### config.mk
export PLATFORM = sky130hd
export DESIGN_NAME = sql_like_pattern_matcher_top_flat
export DESIGN_NICKNAME = d
export VERILOG_FILES = /design/src/rtl/slpm_pkg.sv /design/src/rtl/slpm_cmd_if.sv /design/src/rtl/slpm_res_if.sv /design/src/rtl/sql_like_pattern_matcher_top.sv /design/src/rtl/slpm_engine.sv /design/src/flat_wrapper.sv
export VERILOG_INCLUDE_DIRS = /design/src /design/src/rtl
export SDC_FILE = /design/constraint.sdc
export NUM_CORES = 1
export LEC_CHECK = 0
export BUFFER_PORTS_ARGS = -buffer_cell sky130_fd_sc_hd__clkbuf_2
export CORE_ASPECT_RATIO = 0.9
export CORE_MARGIN = 4
export CORE_UTILIZATION = 58
export DETAILED_ROUTE_END_ITERATION = 8
export PLACE_DENSITY = 0.74
export SYNTH_ARGS = -nofsm -noshare
export SYNTH_HDL_FRONTEND = slang
export SYNTH_SLANG_ARGS = --single-unit
### constraint.sdc
create_clock -name clk -period 6.1 [get_ports clk]
set_clock_uncertainty 0.1 [all_clocks]
set_input_delay 1.22 -clock clk [delete_from_list [all_inputs] [get_ports clk]]
set_output_delay 1.22 -clock clk [all_outputs]
set_load 0.01 [all_outputs]
### src/rtl/sql_like_pattern_matcher_top_assert.svh
// ---------------------------------------------------------------------------
// Assertion macros shared by the pattern matcher RTL.
// Both macros sample on clk and are disabled while rst is high.
// ---------------------------------------------------------------------------
`ifndef SQL_LIKE_PATTERN_MATCHER_TOP_ASSERT_SVH
`define SQL_LIKE_PATTERN_MATCHER_TOP_ASSERT_SVH

// Property checked every clock edge outside reset.
`define SLPM_ASSERT(label, prop, msg) \
  label: assert property (@(posedge clk) disable iff (rst) (prop)) else $error(msg);

// Implication checked every clock edge outside reset.
`define SLPM_ASSERT_IMP(label, ante, cons, msg) \
  label: assert property (@(posedge clk) disable iff (rst) (ante) |-> (cons)) \
    else $error(msg);

`endif

### src/rtl/slpm_pkg.sv
// ---------------------------------------------------------------------------
// slpm_pkg
// Shared constants, types and helpers of the SQL LIKE pattern matcher.
// ---------------------------------------------------------------------------
package slpm_pkg;

  localparam int MAX_PATTERN_DEF = 32;

  localparam logic [7:0] ANY_RUN = 8'h25;  // '%'
  localparam logic [7:0] ANY_ONE = 8'h5F;  // '_'

  localparam logic [1:0] KIND_CLEAR  = 2'd0;
  localparam logic [1:0] KIND_APPEND = 2'd1;
  localparam logic [1:0] KIND_TEXT   = 2'd2;
  localparam logic [1:0] KIND_END    = 2'd3;

  typedef struct packed {
    logic       go;
    logic [1:0] kind;
    logic [7:0] char_byte;
  } op_t;

  typedef struct packed {
    logic matched;
    logic pattern_error;
  } res_t;

  // a-z folded to A-Z
  function automatic logic [7:0] fold_char(input logic [7:0] c);
    logic [7:0] r;
    r = c;
    if (c >= 8'h61 && c <= 8'h7A) begin
      r = c - 8'h20;
    end
    return r;
  endfunction

endpackage

### src/rtl/slpm_cmd_if.sv
// ---------------------------------------------------------------------------
// slpm_cmd_if
// Command channel: pattern load, text bytes and end of text.
// ---------------------------------------------------------------------------
interface slpm_cmd_if;
  logic       valid;
  logic       ready;
  logic [1:0] kind;
  logic [7:0] char_byte;

  modport source (output valid, output kind, output char_byte, input ready);
  modport sink (input valid, input kind, input char_byte, output ready);
endinterface

### src/rtl/slpm_res_if.sv
// ---------------------------------------------------------------------------
// slpm_res_if
// Result channel: one item per end of text.
// ---------------------------------------------------------------------------
interface slpm_res_if;
  logic valid;
  logic ready;
  logic matched;
  logic pattern_error;

  modport source (output valid, output matched, output pattern_error, input ready);
  modport sink (input valid, input matched, input pattern_error, output ready);
endinterface

### src/rtl/sql_like_pattern_matcher_top.sv
// ---------------------------------------------------------------------------
// sql_like_pattern_matcher_top
// SQL LIKE / ILIKE matcher with a loadable pattern and streamed text bytes.
// ---------------------------------------------------------------------------
//   channel  dir  fields                      items
//   cmd      in   kind, char_byte             clear, append, text, end
//   res      out  matched, pattern_error      one per end-of-text item
//   cfg      in   cfg_we, cfg_wdata           case_fold register
//
// One item per cycle unless cmd stalls; an item is registered, then processed.
// An end-of-text result passes the command stage and the output register to res.
// The single command stage and one output register decouple the two sides;
// cmd stalls only when an end item waits on a full, unread output register.
// rst (synchronous) empties the pattern and clears case_fold; no clearing pass.
// ---------------------------------------------------------------------------
`include "sql_like_pattern_matcher_top_assert.svh"

module sql_like_pattern_matcher_top #(
  parameter int MAX_PATTERN = slpm_pkg::MAX_PATTERN_DEF
) (
  input  logic              clk,
  input  logic              rst,
  input  logic              cfg_we,
  input  logic              cfg_wdata,
  slpm_cmd_if.sink          cmd,
  slpm_res_if.source        res
);
  import slpm_pkg::*;

  logic       case_fold;
  logic       s1_valid;
  logic [1:0] s1_kind;
  logic [7:0] s1_byte;
  logic       s1_go;
  logic       out_free;
  logic       res_valid;
  res_t       res_q;
  res_t       rslt;
  op_t        op;

  always_ff @(posedge clk) begin
    if (rst) begin
      case_fold <= 1'b0;
    end else if (cfg_we) begin
      case_fold <= cfg_wdata;
    end
  end

  assign out_free  = !res_valid || res.ready;
  assign s1_go     = s1_valid && (s1_kind != KIND_END || out_free);
  assign cmd.ready = !s1_valid || s1_go;

  always_ff @(posedge clk) begin
    if (rst) begin
      s1_valid <= 1'b0;
    end else if (cmd.ready) begin
      s1_valid <= cmd.valid;
    end
  end

  always_ff @(posedge clk) begin
    if (cmd.valid && cmd.ready) begin
      s1_kind <= cmd.kind;
      s1_byte <= cmd.char_byte;
    end
  end

  assign op.go        = s1_go;
  assign op.kind      = s1_kind;
  assign op.char_byte = s1_byte;

  slpm_engine #(
    .MAX_PATTERN(MAX_PATTERN)
  ) u_engine (
    .clk       (clk),
    .rst       (rst),
    .case_fold (case_fold),
    .op        (op),
    .rslt      (rslt)
  );

  always_ff @(posedge clk) begin
    if (rst) begin
      res_valid <= 1'b0;
    end else if (s1_go && s1_kind == KIND_END) begin
      res_valid <= 1'b1;
    end else if (res.ready) begin
      res_valid <= 1'b0;
    end
  end

  always_ff @(posedge clk) begin
    if (s1_go && s1_kind == KIND_END) begin
      res_q <= rslt;
    end
  end

  assign res.valid         = res_valid;
  assign res.matched       = res_q.matched;
  assign res.pattern_error = res_q.pattern_error;

  `SLPM_ASSERT_IMP(a_end_loads, s1_go && s1_kind == KIND_END, ##1 res_valid,
                   "end item did not load a result")
  `SLPM_ASSERT_IMP(a_err_nomatch, res_valid && res_q.pattern_error, !res_q.matched,
                   "match reported on overflowed pattern")
  `SLPM_ASSERT_IMP(a_stall_cause, !cmd.ready,
                   s1_valid && s1_kind == KIND_END && res_valid && !res.ready,
                   "command stage stalled without a blocked result")
  `SLPM_ASSERT_IMP(a_s1_hold, s1_valid && !s1_go, ##1 s1_valid && $stable(s1_kind),
                   "stalled command item lost")

endmodule

### src/rtl/slpm_engine.sv
// ---------------------------------------------------------------------------
// slpm_engine
// Pattern store and bit-parallel active position set. One op per cycle.
// ---------------------------------------------------------------------------
`include "sql_like_pattern_matcher_top_assert.svh"

module slpm_engine #(
  parameter int MAX_PATTERN = slpm_pkg::MAX_PATTERN_DEF
) (
  input  logic          clk,
  input  logic          rst,
  input  logic          case_fold,
  input  slpm_pkg::op_t op,
  output slpm_pkg::res_t rslt
);
  import slpm_pkg::*;

  localparam int CNT_W = $clog2(MAX_PATTERN + 1);
  localparam int IDX_W = (MAX_PATTERN > 1) ? $clog2(MAX_PATTERN) : 1;
  localparam int LVL   = $clog2(MAX_PATTERN + 1);
  localparam logic [MAX_PATTERN:0] RESTART = (MAX_PATTERN + 1)'(1);

  logic [7:0]       store [MAX_PATTERN];
  logic [CNT_W-1:0] count;
  logic             ovf;
  // active set kept unclosed; closure over '%' is applied on read
  logic [MAX_PATTERN:0] raw;

  logic                   full;
  logic [7:0]             cfold;
  logic [MAX_PATTERN-1:0] used;
  logic [MAX_PATTERN-1:0] pct;
  logic [MAX_PATTERN-1:0] hit;
  logic [LVL:0][MAX_PATTERN:0] g;
  logic [LVL:0][MAX_PATTERN:0] pm;
  logic [MAX_PATTERN:0]   closed;
  logic [MAX_PATTERN:0]   adv;

  assign full  = (count == CNT_W'(MAX_PATTERN));
  assign cfold = fold_char(op.char_byte);

  always_comb begin
    for (int i = 0; i < MAX_PATTERN; i++) begin
      used[i] = CNT_W'(i) < count;
      pct[i]  = used[i] && (store[i] == ANY_RUN);
      hit[i]  = used[i] && (store[i] != ANY_RUN) &&
                ((store[i] == ANY_ONE) ||
                 (case_fold ? (fold_char(store[i]) == cfold) : (store[i] == op.char_byte)));
    end
  end

  // Prefix closure: bit j+1 picks up bit j wherever position j holds '%'
  always_comb begin
    g[0]  = raw;
    pm[0] = {pct, 1'b0};
    for (int l = 0; l < LVL; l++) begin
      for (int j = 0; j <= MAX_PATTERN; j++) begin
        if (j >= (1 << l)) begin
          g[l+1][j]  = g[l][j] | (pm[l][j] & g[l][j - (1 << l)]);
          pm[l+1][j] = pm[l][j] & pm[l][j - (1 << l)];
        end else begin
          g[l+1][j]  = g[l][j];
          pm[l+1][j] = pm[l][j];
        end
      end
    end
    closed = g[LVL];
  end

  always_comb begin
    adv = '0;
    adv[MAX_PATTERN-1:0] = closed[MAX_PATTERN-1:0] & pct;
    adv[MAX_PATTERN:1]   = adv[MAX_PATTERN:1] | (closed[MAX_PATTERN-1:0] & hit);
  end

  assign rslt.matched       = !ovf && closed[count];
  assign rslt.pattern_error = ovf;

  always_ff @(posedge clk) begin
    if (rst) begin
      count <= '0;
      ovf   <= 1'b0;
      raw   <= RESTART;
    end else if (op.go) begin
      unique case (op.kind)
        KIND_CLEAR: begin
          count <= '0;
          ovf   <= 1'b0;
          raw   <= RESTART;
        end
        KIND_APPEND: begin
          if (!full) begin
            count <= count + CNT_W'(1);
          end else begin
            ovf <= 1'b1;
          end
          raw <= RESTART;
        end
        KIND_TEXT: begin
          raw <= adv;
        end
        default: begin
          raw <= RESTART;
        end
      endcase
    end
  end

  always_ff @(posedge clk) begin
    if (op.go && op.kind == KIND_APPEND && !full) begin
      store[count[IDX_W-1:0]] <= op.char_byte;
    end
  end

  `SLPM_ASSERT(a_count_range, count <= CNT_W'(MAX_PATTERN), "pattern count past store depth")
  `SLPM_ASSERT_IMP(a_ovf_full, ovf, full, "overflow flagged with room in store")
  `SLPM_ASSERT_IMP(a_restart, op.go && op.kind != KIND_TEXT, ##1 raw == RESTART,
                   "active set not restarted")

endmodule
### src/flat_wrapper.sv
// flat-port wrapper written by rule: the top's interface ports become plain ports
module sql_like_pattern_matcher_top_flat import slpm_pkg::*;
#(
  parameter int MAX_PATTERN = slpm_pkg::MAX_PATTERN_DEF
)
  (clk, rst, cfg_we, cfg_wdata, cmd_valid, cmd_kind, cmd_char_byte, cmd_ready, res_valid, res_matched, res_pattern_error, res_ready);
  slpm_cmd_if cmd_i ();
  slpm_res_if res_i ();
  input  logic clk;
  input  logic rst;
  input  logic cfg_we;
  input  logic cfg_wdata;
  input wire logic [$bits(cmd_i.valid)-1:0] cmd_valid;
  input wire logic [$bits(cmd_i.kind)-1:0] cmd_kind;
  input wire logic [$bits(cmd_i.char_byte)-1:0] cmd_char_byte;
  output wire logic [$bits(cmd_i.ready)-1:0] cmd_ready;
  output wire logic [$bits(res_i.valid)-1:0] res_valid;
  output wire logic [$bits(res_i.matched)-1:0] res_matched;
  output wire logic [$bits(res_i.pattern_error)-1:0] res_pattern_error;
  input wire logic [$bits(res_i.ready)-1:0] res_ready;
  assign cmd_i.valid = cmd_valid;
  assign cmd_i.kind = cmd_kind;
  assign cmd_i.char_byte = cmd_char_byte;
  assign cmd_ready = cmd_i.ready;
  assign res_valid = res_i.valid;
  assign res_matched = res_i.matched;
  assign res_pattern_error = res_i.pattern_error;
  assign res_i.ready = res_ready;
  sql_like_pattern_matcher_top #(.MAX_PATTERN(MAX_PATTERN)) u_core (.clk(clk), .rst(rst), .cfg_we(cfg_we), .cfg_wdata(cfg_wdata), .cmd(cmd_i), .res(res_i));
endmodule
# [After elaboration in Yosys (flattened, before gate mapping)]
# Memory sizes are Yosys's and may differ from the RTL's.
# Cells that the tools add are included.
[totals] reg_bits=55 latch_bits=0 ram_bits=256 rom_bits=0 in_bits=16 out_inout_bits=4 mem_count=1
[op_classes] n_addsub=34 mul=0 div_mod_pow=0 order_cmp=99 eq_ne=167 shift=0 mux=76 bitwise=376 n_reduce_logical=179
[mem_list] memory="u_core.u_engine.store" words=32 word_bits=8 rd=32 rd_clocked_by_memory_dff=0 wr=1 line="slpm_engine.sv:23" source="logic [7:0] store [MAX_PATTERN];"
[op_table] op="$eq A8 B8 Y1" n=64
[op_table] op="$ge A8 B7 Y1 const B" n=33
[op_table] op="$le A8 B7 Y1 const B" n=33
[op_table] op="$mux W8" n=33
[op_table] op="$sub A8 B6 Y8 const B" n=33
[op_table] op="$eq A8 B6 Y1 const B" n=32
[op_table] op="$eq A8 B7 Y1 const B" n=32
[op_table] op="$ne A8 B6 Y1 const B" n=32
[op_table] op="$and A1 B1 Y1" n=238
[op_table] op="$logic_and A1 B1 Y1" n=135
[op_table] op="$or A1 B1 Y1" n=135
[op_table] op="$lt A5 B6 Y1 const A" n=16
[op_table] op="$and A32 B32 Y32" n=2
[op_table] op="$lt A4 B6 Y1 const A" n=8
[op_table] op="$mux W1" n=38
[op_table] op="$logic_or A1 B1 Y1" n=35
[op_table] op="$mux W33" n=1
[op_table] op="$or A31 B32 Y32" n=1
[op_table] op="$lt A3 B6 Y1 const A" n=4
[op_table] op="$lt A1 B6 Y1 const A" n=2
[op_table] op="$lt A2 B6 Y1 const A" n=2
[op_table] op="$pmux W6 S2" n=1
[op_table] op="$lt A6 B7 Y1 const B" n=1
[op_table] op="$add A6 B1 Y6 const B" n=1
[op_table] op="11 further kinds" n=19

# [Longest topological paths before layout]
# An unclocked memory read counts as a cell.
[logic_depth] word_depth=17 depth_mapped=17

# [Modules after synthesis]
# A second synthesis with hierarchy kept.
[hier_totals] hier_cells=2062 area_unflattened_um2=20308.2
[by_module_without_submodules] module="slpm_engine" n_inst=1 cells_per_inst=2034 area_each_um2=19791.5
[by_module_without_submodules] module="sql_like_pattern_matcher_top" n_inst=1 cells_per_inst=28 area_each_um2=516.7

# [Worst setup path before layout]
# No wires, ideal clock.
[synth_timing] kind="register to register" from="register u_core.s1_byte[5]" to="register u_core.u_engine.raw[32]" setup_time_ps=60 arrival_ps=4667 required_time_ps=5940 path_slack_ps=1273 path_stages_with_launch=15 cell_sequence="edfxtp_1 -> clkbuf_1 -> clkbuf_1 -> buf_1 -> inv_1 -> ha_1 -> a31oi_1 -> clkbuf_1 -> buf_1 -> xnor2_1 -> nand4_1 -> o22ai_1 -> a21oi_1 -> a2111oi_0 -> a22o_1"
[synth_via] elab_chain_cells=10 word_cells_on_any_way=13 cone_classes="add/sub (1); order compare (2); eq/ne (2); mux (3); bitwise (2); reduce/logical (3)"
[synth_lines] element="start: declaration" line="sql_like_pattern_matcher_top.sv:33" source="logic [7:0] s1_byte;"
[synth_lines] element="start signal: assignment" line="sql_like_pattern_matcher_top.sv:64" source="s1_byte <= cmd.char_byte;"
[synth_lines] element="$ge A8 B7 Y1 or $le A8 B7 Y1 (tied branches)" line="slpm_pkg.sv:32" source="if (c >= 8'h61 && c <= 8'h7A) begin"
[synth_lines] element="$logic_and A1 B1 Y1" line="slpm_pkg.sv:32"
[synth_lines] element="$mux W8" line="slpm_pkg.sv:32"
[synth_lines] element="$eq A8 B8 Y1" line="slpm_engine.sv:48" source="(case_fold ? (fold_char(store[i]) == cfold) : (store[i] == op.char_byte)));"
[synth_lines] element="$mux W1 (*)" line="slpm_engine.sv:48"
[synth_lines] element="$logic_or A1 B1 Y1 (*)" line="slpm_engine.sv:47" source="((store[i] == ANY_ONE) ||"
[synth_lines] element="$logic_and A1 B1 Y1 (*)" line="slpm_engine.sv:46" source="hit[i] = used[i] && (store[i] != ANY_RUN) &&"
[synth_lines] element="$and A32 B32 Y32 (*)" line="slpm_engine.sv:73" source="adv[MAX_PATTERN:1] = adv[MAX_PATTERN:1] | (closed[MAX_PATTERN-1:0] & hit);"
[synth_lines] element="$or A31 B32 Y32 (*)" line="slpm_engine.sv:73"
[synth_lines] element="$mux W33 (*)" line="slpm_engine.sv:85" source="unique case (op.kind)"
[synth_lines] element="end signal: assignment" line="slpm_engine.sv:100" source="raw <= adv;"
[synth_lines] element="end: declaration" line="slpm_engine.sv:27" source="logic [MAX_PATTERN:0] raw;"
# Every way passes the cells marked *; elsewhere a longest branch is shown, timed or not.
# A chain may end at the register's enable or synchronous reset.

==> results.txt <==
- The run finished with clean final reports.
- Flops & latches, synth: 311
- 20 I/O pins were placed.
- The most used flip-flop cell after synthesis is sky130_fd_sc_hd__edfxtp_1.
- The number of placed instances, taps included, is 2560.
* Antenna Nets Post-Route: 0
- Data arrival time of the critical path: 4920 ps
* Resize count post-CTS: 0
- Maximum vdd ir drop: 0.000251 V
- Summing all non-filler instances in the final layout gives an area of 0.0225 mm².
- Entering global routing, the biggest net connects 46 pins.
* Placement-stage worst setup slack: 1440 ps
- Setup violations remaining at the end of the flow were counted as 0.
* Cell with the most instances after synthesis: sky130_fd_sc_hd__edfxtp_1
- Share of layout cells above drive strength 1: 0.0760
* Total power: 4.86 mW
- Total half-perimeter wirelength after legalization and detailed placement: 41700 µm
- For this run, asynchronously set or reset flops after synthesis account for 0.
- Core area: 0.0350 mm²
- For this run, the register share of the synthesized area comes to 0.434.
- The initial utilization of the core area, before any placement, comes to 0.587.
- The netlist uses 90 different library cells.
- The path class of the tightest hold or removal check is reg -> reg.
- Row generation in the floorplan step produced 65 rows.
- Hold Violations, Final: 0
* Hold Worst Slack: 377 ps
* Total power density per cell area: 216 mW/mm²
* Input/output buffers: 19
- Fill cells in the final layout number 2739.
- Max-slew headroom: 0.258
- The worst path in the final design needs a cycle of 4750 ps, including I/O delays and setup.
* CTS HTree Levels: 2
- Routed via count: 17300
- Max Clk Rate: 0.211 GHz
* Initial DRC count: 1801
- After clock tree synthesis, the clock-pin slew on the worst setup and hold paths is 70 ps.
* Gp weighted congestion: 1.00
* Synth area leaders: sky130_fd_sc_hd__edfxtp_1 (39%), sky130_fd_sc_hd__xnor2_1 (7.9%), sky130_fd_sc_hd__xor2_1 (7.8%), sky130_fd_sc_hd__dfxtp_1 (4.2%), sky130_fd_sc_hd__a21oi_1 (3.0%)
- Relative area change from synthesis to final layout: 9.43%
- The worst setup path is launched from a flip-flop.
- The repair_antennas step left the layout with diodes totalling 0.
- The total overflow left after global routing is 0.
* Area of placed instances: 0.0213 mm²
- Max Root-Sink Buffers: 3
* Detailed Routing Iterations Pass 1: 6
* Mapped cell area: 0.0205 mm²
- Clock latency on the worst-skew pair, taken at its later pin, is 540 ps.
- Setup repair after global routing missed its margin: false
- Vias in the first global route: 16700
- Clock tree synthesis selected as its root buffer the cell sky130_fd_sc_hd__clkbuf_16.
* Number of vias per cell after detailed routing: 6.59
* Yosys top cell area share: 0.392
- In the routed design, unresolved DRC markers number 0.
* Buffers inserted during post-CTS setup optimization: 0
* Synthesized Nets: 2170
- In the post-route analysis, the smallest setup slack over all paths is 1350 ps.
- For this block, the routed nets add up to 59800 µm of wire.
* Yosys warning total: 0
- Setup total negative slack on the finished layout was measured at 0 ps.
- Buffers inserted to repair hold after CTS numbered 0.
- Fin crit share: 0.778
* Max-cap violation count: 0
- The final layout contains 2183 nets.
- For this run, the total global-route usage over all layers was measured as 0.306.
* Leakage power figure: 7.52 nW
- In the final routed layout, each cell accounts on average for 22.8 µm.
- Averaged over all synthesized cells, the footprint is 9.71 µm².
- sky130_fd_sc_hd__edfxtp_1 takes more of the synthesized area than any other cell.
- The initial antenna violation count is 0.
* Clock Sink Count: 311
- Category of the worst setup path capture point: flip-flop
- Wire length of the first global-routing pass: 93700 µm
* EDFF count, synth: 268
- Vertical extent of the die: 187 µm
* Clock tree from TritonCTS: built
- In the synthesized netlist, the cells that appear most often are sky130_fd_sc_hd__edfxtp_1 (268), sky130_fd_sc_hd__xnor2_1 (185), sky130_fd_sc_hd__xor2_1 (184).
- At the end of the flow the core is filled with cells to 0.643.
- Horizontal die dimension: 206 µm
- Number of clock buffers inserted by TritonCTS: 36
- After technology mapping, the gate count stands at 2116.
* Cell Count, Final, Fillers Out: 2626
* Critical path class: reg -> reg
- Final Slew Violations: 0
* Overall die area: 0.0385 mm²
* Slew at the pin with the worst max-slew slack: 1100 ps
* Max Fanout on Critical Path: 10
* Data required time at the worst endpoint: 6270 ps
power breakdown:
part / internal, mW / total, mW / switching, mW
clock: 1.33 / 2.20 / 0.868
combinational: 0.113 / 0.337 / 0.224
sequential: 2.31 / 2.32 / 0.00760
total: 3.76 / 4.86 / 1.10
final timing paths:
kind	start	end	slack (ps)	depth (start not counted)
setup / recovery	u_core.u_engine.count[1]	u_core.res.matched	1350	13
hold / removal	u_core.u_engine.raw[28]	u_core.u_engine.raw[28]	380	2
setup reg to reg	u_core.u_engine.count[1]	u_core.res.matched	1350	13
hold reg to reg	u_core.u_engine.raw[28]	u_core.u_engine.raw[28]	380	2
cells by family (layout without fill, tap and decap cells):
kind of cell	after synthesis	after routing	synth area share
and+or+nand+nor	732	732	0.190
AOI/OAI and AO/OA	467	467	0.157
xor gates and xnor gates	369	369	0.157
DFF	311	311	0.434
buffers and inverters	193	234	0.0356
adders and majority gates	38	38	0.0231
muxes	6	6	0.00323
metal layers:
layer	GRT usage	vias to the layer above	wire length, µm
li1	-	7975	-
met5	0	-	0
met4	0.0919	0	1600
met1	0.446	8370	26000
met2	0.466	827	26500
met3	0.0617	130	5640
critical path: stages (launching register included):
cell                        delay (ps)
sky130_fd_sc_hd__dfxtp_1           320
sky130_fd_sc_hd__inv_1             190
sky130_fd_sc_hd__ha_1              500
sky130_fd_sc_hd__nand2b_1          180
sky130_fd_sc_hd__a31oi_1           580
sky130_fd_sc_hd__o31ai_1           160
sky130_fd_sc_hd__a221oi_1          490
sky130_fd_sc_hd__nand2_1           190
sky130_fd_sc_hd__a2111oi_0         380
sky130_fd_sc_hd__a21oi_1           200
sky130_fd_sc_hd__or2_2             380
sky130_fd_sc_hd__a2111oi_0         450
sky130_fd_sc_hd__o221a_1           300
sky130_fd_sc_hd__a311oi_2           60
cell type report:
type | count | area, µm² | share of cell area
Tap cell | 469 | 587 | 0.0261
Timing Repair Buffer | 67 | 455 | 0.0203
Inverter | 101 | 379 | 0.0169
Clock buffer | 41 | 941 | 0.0419
Sequential cell | 311 | 8910 | 0.396
Clock inverter | 25 | 269 | 0.0120
Multi-Input combinational cell | 1612 | 10900 | 0.487
registers in the layout, summed over array words and instances, names as in the netlist:
name	cells
u_core.case_fold	1
u_core.res.matched	1
u_core.res.pattern_error	1
u_core.res.valid	1
u_core.s1_byte	8
u_core.s1_kind	2
u_core.s1_valid	1
u_core.u_engine.count	6
u_core.u_engine.ovf	1
u_core.u_engine.raw	33
u_core.u_engine.store	256
cells in the final DEF (no fill, tap or decap), drive strengths merged, types with 12 or more instances in the layout:
cell type  instances
a2111oi           14
a211oi            17
a21o              24
a21oi            123
a31oi             41
a32oi             12
a41oi             12
and2              12
and3              14
buf               48
clkbuf            60
clkinv            13
dfxtp             43
edfxtp           268
ha                38
inv              105
nand2            140
nand2b            14
nand3             73
nand4             51
nand4b            17
nor2             144
nor2b             15
nor3              72
nor4              76
o2111ai           14
o21ai             85
o31ai             14
or3               35
or4               20
xnor2            185
xor2             184
(Power assumes the default switching activity.)
